### src/lmsd_pkg.sv
`timescale 1ns / 1ps
package lmsd_pkg;

	localparam int ROWS_DEFAULT    = 8;
	localparam int COLUMNS_DEFAULT = 8;

	localparam int PIXEL_BITS = 24;
	localparam int INIT_BITS  = 144;
	localparam int ROW_PINS   = 8;

	localparam int HOLD_W   = 24;
	localparam int ROW_ON_W = 20;

	localparam logic [HOLD_W-1:0]   RESET_HOLD_DEFAULT = 24'd12000000;
	localparam logic [ROW_ON_W-1:0] ROW_ON_DEFAULT     = 20'd20000;

	localparam logic OP_TICK  = 1'b0;
	localparam logic OP_WRITE = 1'b1;

	// register index taken from paddr[2]
	localparam logic REG_RESET_HOLD = 1'b0;
	localparam logic REG_ROW_ON     = 1'b1;

	typedef enum logic [2:0] {
		PH_HOLD,
		PH_INIT_SHIFT,
		PH_INIT_LATCH,
		PH_ROW_SHIFT,
		PH_ROW_LATCH,
		PH_ROW_HOLD
	} phase_t;

	typedef struct packed {
		logic                data;
		logic                clock;
		logic                latch;
		logic                bank;
		logic                rst;
		logic [ROW_PINS-1:0] rows;
	} pins_t;

endpackage

### src/lmsd_ram.sv
`timescale 1ns / 1ps
module lmsd_ram #(
	parameter int WIDTH = 24,
	parameter int DEPTH = 64,
	localparam int AW = (DEPTH > 1) ? $clog2(DEPTH) : 1
) (
	input  logic             clk,
	input  logic             we,
	input  logic [AW-1:0]    waddr,
	input  logic [WIDTH-1:0] wdata,
	input  logic [AW-1:0]    raddr,
	output logic [WIDTH-1:0] rdata
);

	logic [WIDTH-1:0] mem [DEPTH];

	// read returns the old contents on a same-address write
	always_ff @(posedge clk) begin
		if (we) begin
			mem[waddr] <= wdata;
		end
		rdata <= mem[raddr];
	end

endmodule

### src/lmsd_frame_store.sv
`timescale 1ns / 1ps
module lmsd_frame_store #(
	parameter int ROWS    = lmsd_pkg::ROWS_DEFAULT,
	parameter int COLUMNS = lmsd_pkg::COLUMNS_DEFAULT,
	localparam int ROW_W  = (ROWS > 1) ? $clog2(ROWS) : 1,
	localparam int COL_W  = (COLUMNS > 1) ? $clog2(COLUMNS) : 1
) (
	input  logic                             clk,
	input  logic                             arst_n,
	input  logic                             we,
	input  logic [ROW_W-1:0]                 wr_row,
	input  logic [COL_W-1:0]                 wr_col,
	input  logic [lmsd_pkg::PIXEL_BITS-1:0]  wr_pixel,
	input  logic [ROW_W-1:0]                 rd_row,
	input  logic [COL_W-1:0]                 rd_col,
	output logic [lmsd_pkg::PIXEL_BITS-1:0]  rd_pixel
);
	import lmsd_pkg::*;

	localparam int DEPTH  = ROWS * COLUMNS;
	localparam int ADDR_W = (DEPTH > 1) ? $clog2(DEPTH) : 1;

	logic [ADDR_W-1:0]     waddr;
	logic [ADDR_W-1:0]     raddr;
	logic [PIXEL_BITS-1:0] ram_rdata;
	logic [DEPTH-1:0]      valid_q;
	logic                  rd_valid_q;
	logic                  byp_q;
	logic [PIXEL_BITS-1:0] byp_pixel_q;

	assign waddr = ADDR_W'(ADDR_W'(wr_row) * ADDR_W'(COLUMNS) + ADDR_W'(wr_col));
	assign raddr = ADDR_W'(ADDR_W'(rd_row) * ADDR_W'(COLUMNS) + ADDR_W'(rd_col));

	lmsd_ram #(
		.WIDTH (PIXEL_BITS),
		.DEPTH (DEPTH)
	) u_ram (
		.clk   (clk),
		.we    (we),
		.waddr (waddr),
		.wdata (wr_pixel),
		.raddr (raddr),
		.rdata (ram_rdata)
	);

	// entries never written read as black
	always_ff @(posedge clk or negedge arst_n) begin
		if (!arst_n) begin
			valid_q    <= '0;
			rd_valid_q <= 1'b0;
			byp_q      <= 1'b0;
		end else begin
			if (we) begin
				valid_q[waddr] <= 1'b1;
			end
			rd_valid_q <= valid_q[raddr];
			byp_q      <= we && (waddr == raddr);
		end
	end

	always_ff @(posedge clk) begin
		byp_pixel_q <= wr_pixel;
	end

	assign rd_pixel = byp_q ? byp_pixel_q : (rd_valid_q ? ram_rdata : '0);

endmodule

### src/lmsd_sequencer.sv
`timescale 1ns / 1ps
module lmsd_sequencer #(
	parameter int ROWS    = lmsd_pkg::ROWS_DEFAULT,
	parameter int COLUMNS = lmsd_pkg::COLUMNS_DEFAULT,
	localparam int ROW_W  = (ROWS > 1) ? $clog2(ROWS) : 1,
	localparam int COL_W  = (COLUMNS > 1) ? $clog2(COLUMNS) : 1
) (
	input  logic                            clk,
	input  logic                            arst_n,
	input  logic                            step,
	input  logic [lmsd_pkg::HOLD_W-1:0]     reset_hold,
	input  logic [lmsd_pkg::ROW_ON_W-1:0]   row_on,
	input  logic [lmsd_pkg::PIXEL_BITS-1:0] pixel,
	output lmsd_pkg::pins_t                 pins,
	output logic [ROW_W-1:0]                rd_row,
	output logic [COL_W-1:0]                rd_col
);
	import lmsd_pkg::*;

	localparam int INIT_W = $clog2(INIT_BITS);
	localparam logic [COL_W-1:0] COL_LAST = COL_W'(COLUMNS - 1);
	localparam logic [ROW_W-1:0] ROW_LAST = ROW_W'(ROWS - 1);
	localparam logic [4:0] SUB_LAST = 5'(PIXEL_BITS - 1);

	phase_t              phase_q, phase_d;
	logic [INIT_W-1:0]   bit_q, bit_d;
	logic [4:0]          sub_q, sub_d;
	logic [COL_W-1:0]    col_q, col_d;
	logic [ROW_W-1:0]    row_q, row_d;
	logic                half_q, half_d;
	logic [HOLD_W-1:0]   wait_q, wait_d;
	pins_t               pins_q, pins_d;
	logic                pix_bit;

	// blue, green, red bytes, msb first
	assign pix_bit = pixel[{sub_q[4:3], ~sub_q[2:0]}];

	always_ff @(posedge clk or negedge arst_n) begin
		if (!arst_n) begin
			phase_q     <= PH_HOLD;
			bit_q       <= '0;
			sub_q       <= '0;
			col_q       <= COL_LAST;
			row_q       <= '0;
			half_q      <= 1'b0;
			wait_q      <= '0;
			pins_q      <= '{data: 1'b0, clock: 1'b0, latch: 1'b1, bank: 1'b1, rst: 1'b0,
				rows: '0};
		end else if (step) begin
			phase_q <= phase_d;
			bit_q   <= bit_d;
			sub_q   <= sub_d;
			col_q   <= col_d;
			row_q   <= row_d;
			half_q  <= half_d;
			wait_q  <= wait_d;
			pins_q  <= pins_d;
		end
	end

	always_comb begin
		phase_d = phase_q;
		bit_d   = bit_q;
		sub_d   = sub_q;
		col_d   = col_q;
		row_d   = row_q;
		half_d  = half_q;
		wait_d  = wait_q;
		pins_d  = pins_q;
		unique case (phase_q)
			PH_INIT_SHIFT: begin
				if (!half_q) begin
					pins_d.data  = 1'b1;
					pins_d.clock = 1'b0;
					half_d       = 1'b1;
				end else begin
					pins_d.clock = 1'b1;
					half_d       = 1'b0;
					if (bit_q == INIT_W'(INIT_BITS - 1)) begin
						bit_d   = '0;
						phase_d = PH_INIT_LATCH;
					end else begin
						bit_d = bit_q + 1'b1;
					end
				end
			end
			PH_INIT_LATCH: begin
				if (!half_q) begin
					pins_d.clock = 1'b0;
					pins_d.latch = 1'b0;
					half_d       = 1'b1;
				end else begin
					pins_d.latch = 1'b1;
					pins_d.bank  = 1'b1;
					half_d       = 1'b0;
					row_d        = '0;
					sub_d        = '0;
					col_d        = COL_LAST;
					phase_d      = PH_ROW_SHIFT;
				end
			end
			PH_ROW_SHIFT: begin
				if (!half_q) begin
					pins_d.data  = pix_bit;
					pins_d.clock = 1'b0;
					half_d       = 1'b1;
				end else begin
					pins_d.clock = 1'b1;
					half_d       = 1'b0;
					if (sub_q == SUB_LAST) begin
						sub_d = '0;
						if (col_q == '0) begin
							col_d   = COL_LAST;
							phase_d = PH_ROW_LATCH;
						end else begin
							col_d = col_q - 1'b1;
						end
					end else begin
						sub_d = sub_q + 1'b1;
					end
				end
			end
			PH_ROW_LATCH: begin
				if (!half_q) begin
					pins_d.clock = 1'b0;
					pins_d.latch = 1'b0;
					pins_d.rows  = (32'(row_q) < ROW_PINS) ?
						(ROW_PINS'(1) << row_q) : '0;
					half_d       = 1'b1;
				end else begin
					pins_d.latch = 1'b1;
					half_d       = 1'b0;
					wait_d       = '0;
					phase_d      = PH_ROW_HOLD;
				end
			end
			PH_ROW_HOLD: begin
				if (wait_q >= HOLD_W'(row_on)) begin
					pins_d.rows = '0;
					wait_d      = '0;
					sub_d       = '0;
					col_d       = COL_LAST;
					half_d      = 1'b0;
					row_d       = (row_q == ROW_LAST) ? '0 : row_q + 1'b1;
					phase_d     = PH_ROW_SHIFT;
				end else begin
					wait_d = wait_q + 1'b1;
				end
			end
			PH_HOLD: begin
				if (wait_q >= reset_hold) begin
					pins_d.rst  = 1'b1;
					pins_d.bank = 1'b0;
					wait_d      = '0;
					bit_d       = '0;
					half_d      = 1'b0;
					phase_d     = PH_INIT_SHIFT;
				end else begin
					wait_d = wait_q + 1'b1;
				end
			end
			default: begin
				phase_d = PH_HOLD;
			end
		endcase
	end

	// fetch the pixel for the state that holds after this cycle
	assign rd_row = step ? row_d : row_q;
	assign rd_col = step ? col_d : col_q;
	assign pins   = pins_q;

endmodule

### src/led_matrix_scan_driver_unit.sv
`timescale 1ns / 1ps
// LED matrix row-scan driver: frame store plus a pin sequencer for a
// serial constant-current driver and a row of one-hot row drives.
// Input channel (in_valid/in_ready): op selects a tick or a pixel write;
// a write stores red/green/blue at pixel_row/pixel_column, a tick steps
// the pin sequence by one step. Every item gives one output beat with the
// pin levels after the item (data, clock, latch, bank, driver reset, rows).
// Path: an input beat passes the input stage, then the output register.
// Throughput: one item per cycle while out_ready is high, set by a single
// input stage and one output register; the frame store is a one-write,
// one-read RAM with registered read, addressed by the next sequencer state.
// When out_ready is low the output beat holds, the input stage still takes
// one more item and then in_ready drops until the output drains.
// Reset: frame store reads as black (per-entry valid flops, no sweep),
// sequencer in its reset hold with latch and bank high, others low;
// hold and row-on times reset to their defaults.
// APB registers: 0x0 reset hold ticks (24 bit), 0x4 row-on ticks (20 bit).
module led_matrix_scan_driver_unit #(
	parameter int ROWS    = lmsd_pkg::ROWS_DEFAULT,
	parameter int COLUMNS = lmsd_pkg::COLUMNS_DEFAULT
) (
	input  logic        clk,
	input  logic        arst_n,
	input  logic        psel,
	input  logic        penable,
	input  logic        pwrite,
	input  logic [2:0]  paddr,
	input  logic [31:0] pwdata,
	output logic [31:0] prdata,
	output logic        pready,
	input  logic        in_valid,
	output logic        in_ready,
	input  logic        op,
	input  logic [2:0]  pixel_row,
	input  logic [2:0]  pixel_column,
	input  logic [7:0]  red,
	input  logic [7:0]  green,
	input  logic [7:0]  blue,
	output logic        out_valid,
	input  logic        out_ready,
	output logic        data_pin,
	output logic        clock_pin,
	output logic        latch_pin,
	output logic        bank_pin,
	output logic        driver_reset_pin,
	output logic [7:0]  row_enables
);
	import lmsd_pkg::*;

	localparam int ROW_W = (ROWS > 1) ? $clog2(ROWS) : 1;
	localparam int COL_W = (COLUMNS > 1) ? $clog2(COLUMNS) : 1;

	logic [HOLD_W-1:0]     reset_hold_q;
	logic [ROW_ON_W-1:0]   row_on_q;
	logic                  cfg_wr;

	logic                  s1_valid_q;
	logic                  op_s1;
	logic [2:0]            row_s1;
	logic [2:0]            col_s1;
	logic [PIXEL_BITS-1:0] pixel_s1;
	logic                  out_valid_q;
	logic                  advance;
	logic                  tick_go;
	logic                  wr_go;

	logic [ROW_W-1:0]      rd_row;
	logic [COL_W-1:0]      rd_col;
	logic [PIXEL_BITS-1:0] rd_pixel;
	pins_t                 pins;

	// configuration port
	assign pready = 1'b1;
	assign cfg_wr = psel && penable && pwrite;

	always_ff @(posedge clk or negedge arst_n) begin
		if (!arst_n) begin
			reset_hold_q <= RESET_HOLD_DEFAULT;
			row_on_q     <= ROW_ON_DEFAULT;
		end else if (cfg_wr) begin
			unique case (paddr[2])
				REG_RESET_HOLD: reset_hold_q <= pwdata[HOLD_W-1:0];
				REG_ROW_ON:     row_on_q     <= pwdata[ROW_ON_W-1:0];
				default:        ;
			endcase
		end
	end

	always_comb begin
		unique case (paddr[2])
			REG_RESET_HOLD: prdata = 32'(reset_hold_q);
			REG_ROW_ON:     prdata = 32'(row_on_q);
			default:        prdata = '0;
		endcase
	end

	// input stage and output register handshake
	assign advance  = s1_valid_q && (!out_valid_q || out_ready);
	assign in_ready = !s1_valid_q || advance;
	assign tick_go  = advance && (op_s1 == OP_TICK);
	assign wr_go    = advance && (op_s1 == OP_WRITE)
		&& (32'(row_s1) < ROWS) && (32'(col_s1) < COLUMNS);

	always_ff @(posedge clk or negedge arst_n) begin
		if (!arst_n) begin
			s1_valid_q  <= 1'b0;
			out_valid_q <= 1'b0;
		end else begin
			if (in_valid && in_ready) begin
				s1_valid_q <= 1'b1;
			end else if (advance) begin
				s1_valid_q <= 1'b0;
			end
			if (advance) begin
				out_valid_q <= 1'b1;
			end else if (out_ready) begin
				out_valid_q <= 1'b0;
			end
		end
	end

	always_ff @(posedge clk) begin
		if (in_valid && in_ready) begin
			op_s1    <= op;
			row_s1   <= pixel_row;
			col_s1   <= pixel_column;
			pixel_s1 <= {red, green, blue};
		end
	end

	lmsd_frame_store #(
		.ROWS    (ROWS),
		.COLUMNS (COLUMNS)
	) u_frame_store (
		.clk      (clk),
		.arst_n   (arst_n),
		.we       (wr_go),
		.wr_row   (ROW_W'(row_s1)),
		.wr_col   (COL_W'(col_s1)),
		.wr_pixel (pixel_s1),
		.rd_row   (rd_row),
		.rd_col   (rd_col),
		.rd_pixel (rd_pixel)
	);

	lmsd_sequencer #(
		.ROWS    (ROWS),
		.COLUMNS (COLUMNS)
	) u_sequencer (
		.clk        (clk),
		.arst_n     (arst_n),
		.step       (tick_go),
		.reset_hold (reset_hold_q),
		.row_on     (row_on_q),
		.pixel      (rd_pixel),
		.pins       (pins),
		.rd_row     (rd_row),
		.rd_col     (rd_col)
	);

	// pin levels only move when the output register is free or draining
	assign out_valid        = out_valid_q;
	assign data_pin         = pins.data;
	assign clock_pin        = pins.clock;
	assign latch_pin        = pins.latch;
	assign bank_pin         = pins.bank;
	assign driver_reset_pin = pins.rst;
	assign row_enables      = pins.rows;

endmodule
### config.mk
export PLATFORM = sky130hd
export DESIGN_NAME = led_matrix_scan_driver_unit
export DESIGN_NICKNAME = d
export VERILOG_FILES = /design/src/lmsd_pkg.sv /design/src/lmsd_ram.sv /design/src/lmsd_frame_store.sv /design/src/lmsd_sequencer.sv /design/src/led_matrix_scan_driver_unit.sv
export SDC_FILE = /design/constraint.sdc
export NUM_CORES = 2
export LEC_CHECK = 0
export BUFFER_PORTS_ARGS = -buffer_cell sky130_fd_sc_hd__buf_2
export CORE_ASPECT_RATIO = 0.7
export CORE_MARGIN = 1
export CORE_UTILIZATION = 59
export DETAILED_ROUTE_END_ITERATION = 6
export PLACE_DENSITY_LB_ADDON = 0.1
export SYNTH_ARGS = -nofsm -noshare
export SYNTH_HDL_FRONTEND = slang
export SYNTH_HIERARCHICAL = 1
export SYNTH_SLANG_ARGS = --single-unit
export TNS_END_PERCENT = 30
### constraint.sdc
create_clock -name clk -period 7.4 [get_ports clk]
set_clock_uncertainty 0.1 [all_clocks]
set_input_delay 0 -clock clk [delete_from_list [all_inputs] [get_ports clk]]
set_output_delay 0 -clock clk [all_outputs]
set_load 0.005 [all_outputs]
==> metrics <==
number of buffers inserted by post-CTS setup repair 0; total of buffers placed on input and output ports 101; area growth from synthesis to layout 12.7%; unrepaired setup endpoints after global routing false; max-slew violation count 0; aggregate negative setup slack 0 ns; Post-synth top cells sky130_fd_sc_hd__edfxtp_1 (1567), sky130_fd_sc_hd__mux4_2 (376), sky130_fd_sc_hd__dfrtp_1 (152); share of post-route cells with drive strength above 1 0.260; post-CTS sizing 0; Cell Area, Synth 70800 sq um; most instantiated flip-flop cell in the synthesis netlist sky130_fd_sc_hd__edfxtp_1; CTS tree built; via count of the first global-routing pass 36500; DR WL/cell 31.0 microns; WS Path Type register to register; post-layout net count 4051; maximum fanout along the worst path 28; combinational cell fraction of total power 0.049; Final Wtd Congestion 0.885; critical path data arrival time 6.63 ns; worst setup slack before clock tree synthesis 1.65 ns; final WL 174000 microns; share of power burned in registers 0.559; maximum level of the CTS H-tree 4; cell taking the most area after synthesis sky130_fd_sc_hd__edfxtp_1; switching share of power 0.211; number of endpoints failing setup at the final stage 0; full die area 121000 sq um; overall power of the completed layout 0.0203 W; Post-route DRC 0; Net Sw Power 0.00429 W; crit path setup slack, layout 1.37 ns; maximum achievable frequency 166 MHz; pin count of the biggest net entering global routing 113; initial antenna violation count 4; total core area 118000 sq um; yosys synthesis warning count 6; storage element area 52300 sq um; outcome finished, final reports clean; vias per cell 6.69; share of async-settable or async-resettable flops after synthesis 0.0963; shortest clock period the worst path allows after layout 6.03 ns; Cell Rows 105; root buffer selected by CTS sky130_fd_sc_hd__clkbuf_16; crit path launch type register; Clk Latency, worst-skew pair 0.79 ns; cell internal pwr 0.0160 W; utilization after layout 0.675; total via count in the routed design 37500; number of buffers between clock root and the deepest sink 3; data required time of the critical path 8.01 ns; Detail Placement HPWL 101000 microns; crit path capture type register; number of top-level pins 121; post-synthesis cell type count 82; combined global-route utilization of all metal layers 0.289; Lkg Pwr 27.8 nW; clock group share of total power 0.393; Clock Pin Slew Worst Setup and Hold Paths 0.06 ns; antenna violation net count after detailed routing 0; initial core utilization 0.599; area of the multi-input gates 17400 sq um; total congestion overflow after global routing 0; VDD IR-drop max 0.243 mV; transition time at the pin with the least slew margin 1.33 ns; most numerous cell in the Yosys netlist sky130_fd_sc_hd__edfxtp_1; mean instance size in the synthesized netlist 19.6 sq um; number of instances in the synthesized netlist 3606; cells taking the most area after synthesis sky130_fd_sc_hd__edfxtp_1 (66%), sky130_fd_sc_hd__mux4_2 (12%), sky130_fd_sc_hd__dfrtp_1 (5.4%); Post-synth EDFFs 1567; total of max-cap violations 0; TritonCTS Buffers 161; worst min-delay path category input pin to asynchronous set/reset pin; part of the Yosys area used for sequential elements 0.740; Starting DRT DRC Count 5036; overall die height 292 microns; count of state elements after synthesis 1787; remaining max-slew budget at the tightest pin 0.108; period utilization 0.814; TritonCTS Sinks 1787; hold_buf cts 126; final hold violation count 0; Power Density 255 nW/um^2; die extent in x 416 microns; fill cell instance count of the final layout 7458; first-pass GRT wire length 251000 microns; first-pass iteration count of the detailed router 6; proportion of netlist area held by the largest area contributor 0.665
state kept, by name (all words and copies together) (netlist names), 3 cells and up:
name,flops
reset_hold_q,24
u_frame_store/valid_q,64
u_frame_store/byp_pixel_q,24
row_on_q,20
u_sequencer/sub_q,5
u_sequencer/col_q,3
u_frame_store/u_ram/rdata,24
u_sequencer/phase_q,3
u_sequencer/bit_q,8
u_sequencer/pins,13
u_frame_store/u_ram/mem,1536
row_s1,3
u_sequencer/row_q,3
col_s1,3
pixel_s1,24
u_sequencer/wait_q,24
cells by family (layout without fill, tap and decap cells):
| kind of cell | Yosys count | in the layout | synth area share |
|---|---|---|---|
| other cells | 2 | 11 | 0.000106 |
| compound gates | 468 | 468 | 0.0466 |
| mux | 598 | 598 | 0.155 |
| flops | 1787 | 1787 | 0.740 |
| xor+xnor | 7 | 7 | 0.000866 |
| buf+inv | 257 | 697 | 0.0187 |
| fa+ha+maj | 55 | 55 | 0.00972 |
| simple gates | 432 | 432 | 0.0296 |
through the flow:
| step | area [sq um] | cells | hold slack, ns |
|---|---|---|---|
| 6_report | 79700 | 5606 | 0.264 |
| 5_1_grt | 79700 | 5604 | 0.264 |
| 4_1_cts | 79700 | 5604 | 0.154 |
| 3_5_place_dp | 73400 | 5185 | 0.00610 |
| 3_3_place_gp | 73400 | 5185 | -0.0220 |
| 2_1_floorplan | 70800 | 3613 | -0.396 |
cells in the final DEF, fill, tap and decap left out, types with 23 or more instances in the layout:
cell type                       count
sky130_fd_sc_hd__a21o_1            44
sky130_fd_sc_hd__a21oi_1           62
sky130_fd_sc_hd__a221oi_1          53
sky130_fd_sc_hd__a22o_1            32
sky130_fd_sc_hd__a22oi_1           32
sky130_fd_sc_hd__and3_1            27
sky130_fd_sc_hd__buf_2            100
sky130_fd_sc_hd__buf_4            103
sky130_fd_sc_hd__clkbuf_1          42
sky130_fd_sc_hd__clkbuf_16        168
sky130_fd_sc_hd__clkinv_1          31
sky130_fd_sc_hd__clkinv_2          27
sky130_fd_sc_hd__dfrtp_1          152
sky130_fd_sc_hd__dfxtp_1           48
sky130_fd_sc_hd__dlygate4sd3_1    124
sky130_fd_sc_hd__edfxtp_1        1567
sky130_fd_sc_hd__ha_1              55
sky130_fd_sc_hd__inv_1             61
sky130_fd_sc_hd__mux2_2           100
sky130_fd_sc_hd__mux2i_1          100
sky130_fd_sc_hd__mux4_2           376
sky130_fd_sc_hd__nand2_1          113
sky130_fd_sc_hd__nand3_1           46
sky130_fd_sc_hd__nor2_1            60
sky130_fd_sc_hd__nor2_2            46
sky130_fd_sc_hd__nor2b_1           26
sky130_fd_sc_hd__o21ai_0           63
sky130_fd_sc_hd__o21bai_1          23
sky130_fd_sc_hd__o22ai_1           56
metal layers:
metal,global-route usage,wire [microns],up-vias
li1,-,-,15400
met1,0.458,74000,19800
met2,0.409,76500,2073
met3,0.0697,20100,242
met4,0.0706,3380,0
met5,0,0,-
cell type report:
class | instances | share of cell area
diodes | 2 | 0.0000628
flip-flops and latches | 1787 | 0.657
multi-input cells | 1569 | 0.219
well taps | 1551 | 0.0243
clock inverters | 70 | 0.00600
inverters | 65 | 0.00306
clock buffers | 223 | 0.0567
repair buffers | 339 | 0.0345
worst paths after layout:
path	to	cells past startpoint	slack, ns	from
setup / recovery	u_frame_store/u_ram/rdata[16]	13	1.37	u_sequencer/wait_q[2]
hold / removal	u_sequencer/col_q[0]	3	0.26	arst_n
setup reg to reg	u_frame_store/u_ram/rdata[16]	13	1.37	u_sequencer/wait_q[2]
hold reg to reg	u_frame_store/valid_q[41]	1	0.35	u_frame_store/valid_q[41]
max in group asynchronous	u_sequencer/wait_q[6]	4	5.79	arst_n
min in group clk	reset_hold_q[2]	4	0.29	paddr[2]
power groups by stage:
| stage | combinational [W] | clock [W] | sequential [W] |
|---|---|---|---|
| global placement | 0.000876 | 0 | 0.0115 |
| floorplan | 0.000511 | 0 | 0.0116 |
| detailed placement | 0.000929 | 0 | 0.0116 |
| finish | 0.000993 | 0.00798 | 0.0114 |
| CTS | 0.000992 | 0.00810 | 0.0114 |
| global route | 0.00109 | 0.00846 | 0.0114 |
worst max-delay path: stages, from the launching register on:
cell	delay [ns]
sky130_fd_sc_hd__dfrtp_1	0.46
sky130_fd_sc_hd__ha_1	0.34
sky130_fd_sc_hd__nand2_1	0.07
sky130_fd_sc_hd__o21ai_0	0.20
sky130_fd_sc_hd__a41oi_1	0.27
sky130_fd_sc_hd__o211ai_1	0.44
sky130_fd_sc_hd__nor2b_1	0.41
sky130_fd_sc_hd__o21ai_0	0.23
sky130_fd_sc_hd__nand2_4	0.44
sky130_fd_sc_hd__clkinv_1	1.04
sky130_fd_sc_hd__buf_4	0.52
sky130_fd_sc_hd__o21ai_0	0.95
sky130_fd_sc_hd__nand3_1	0.31
sky130_fd_sc_hd__o21ai_0	0.14
Power figures use the tool's default switching activity.
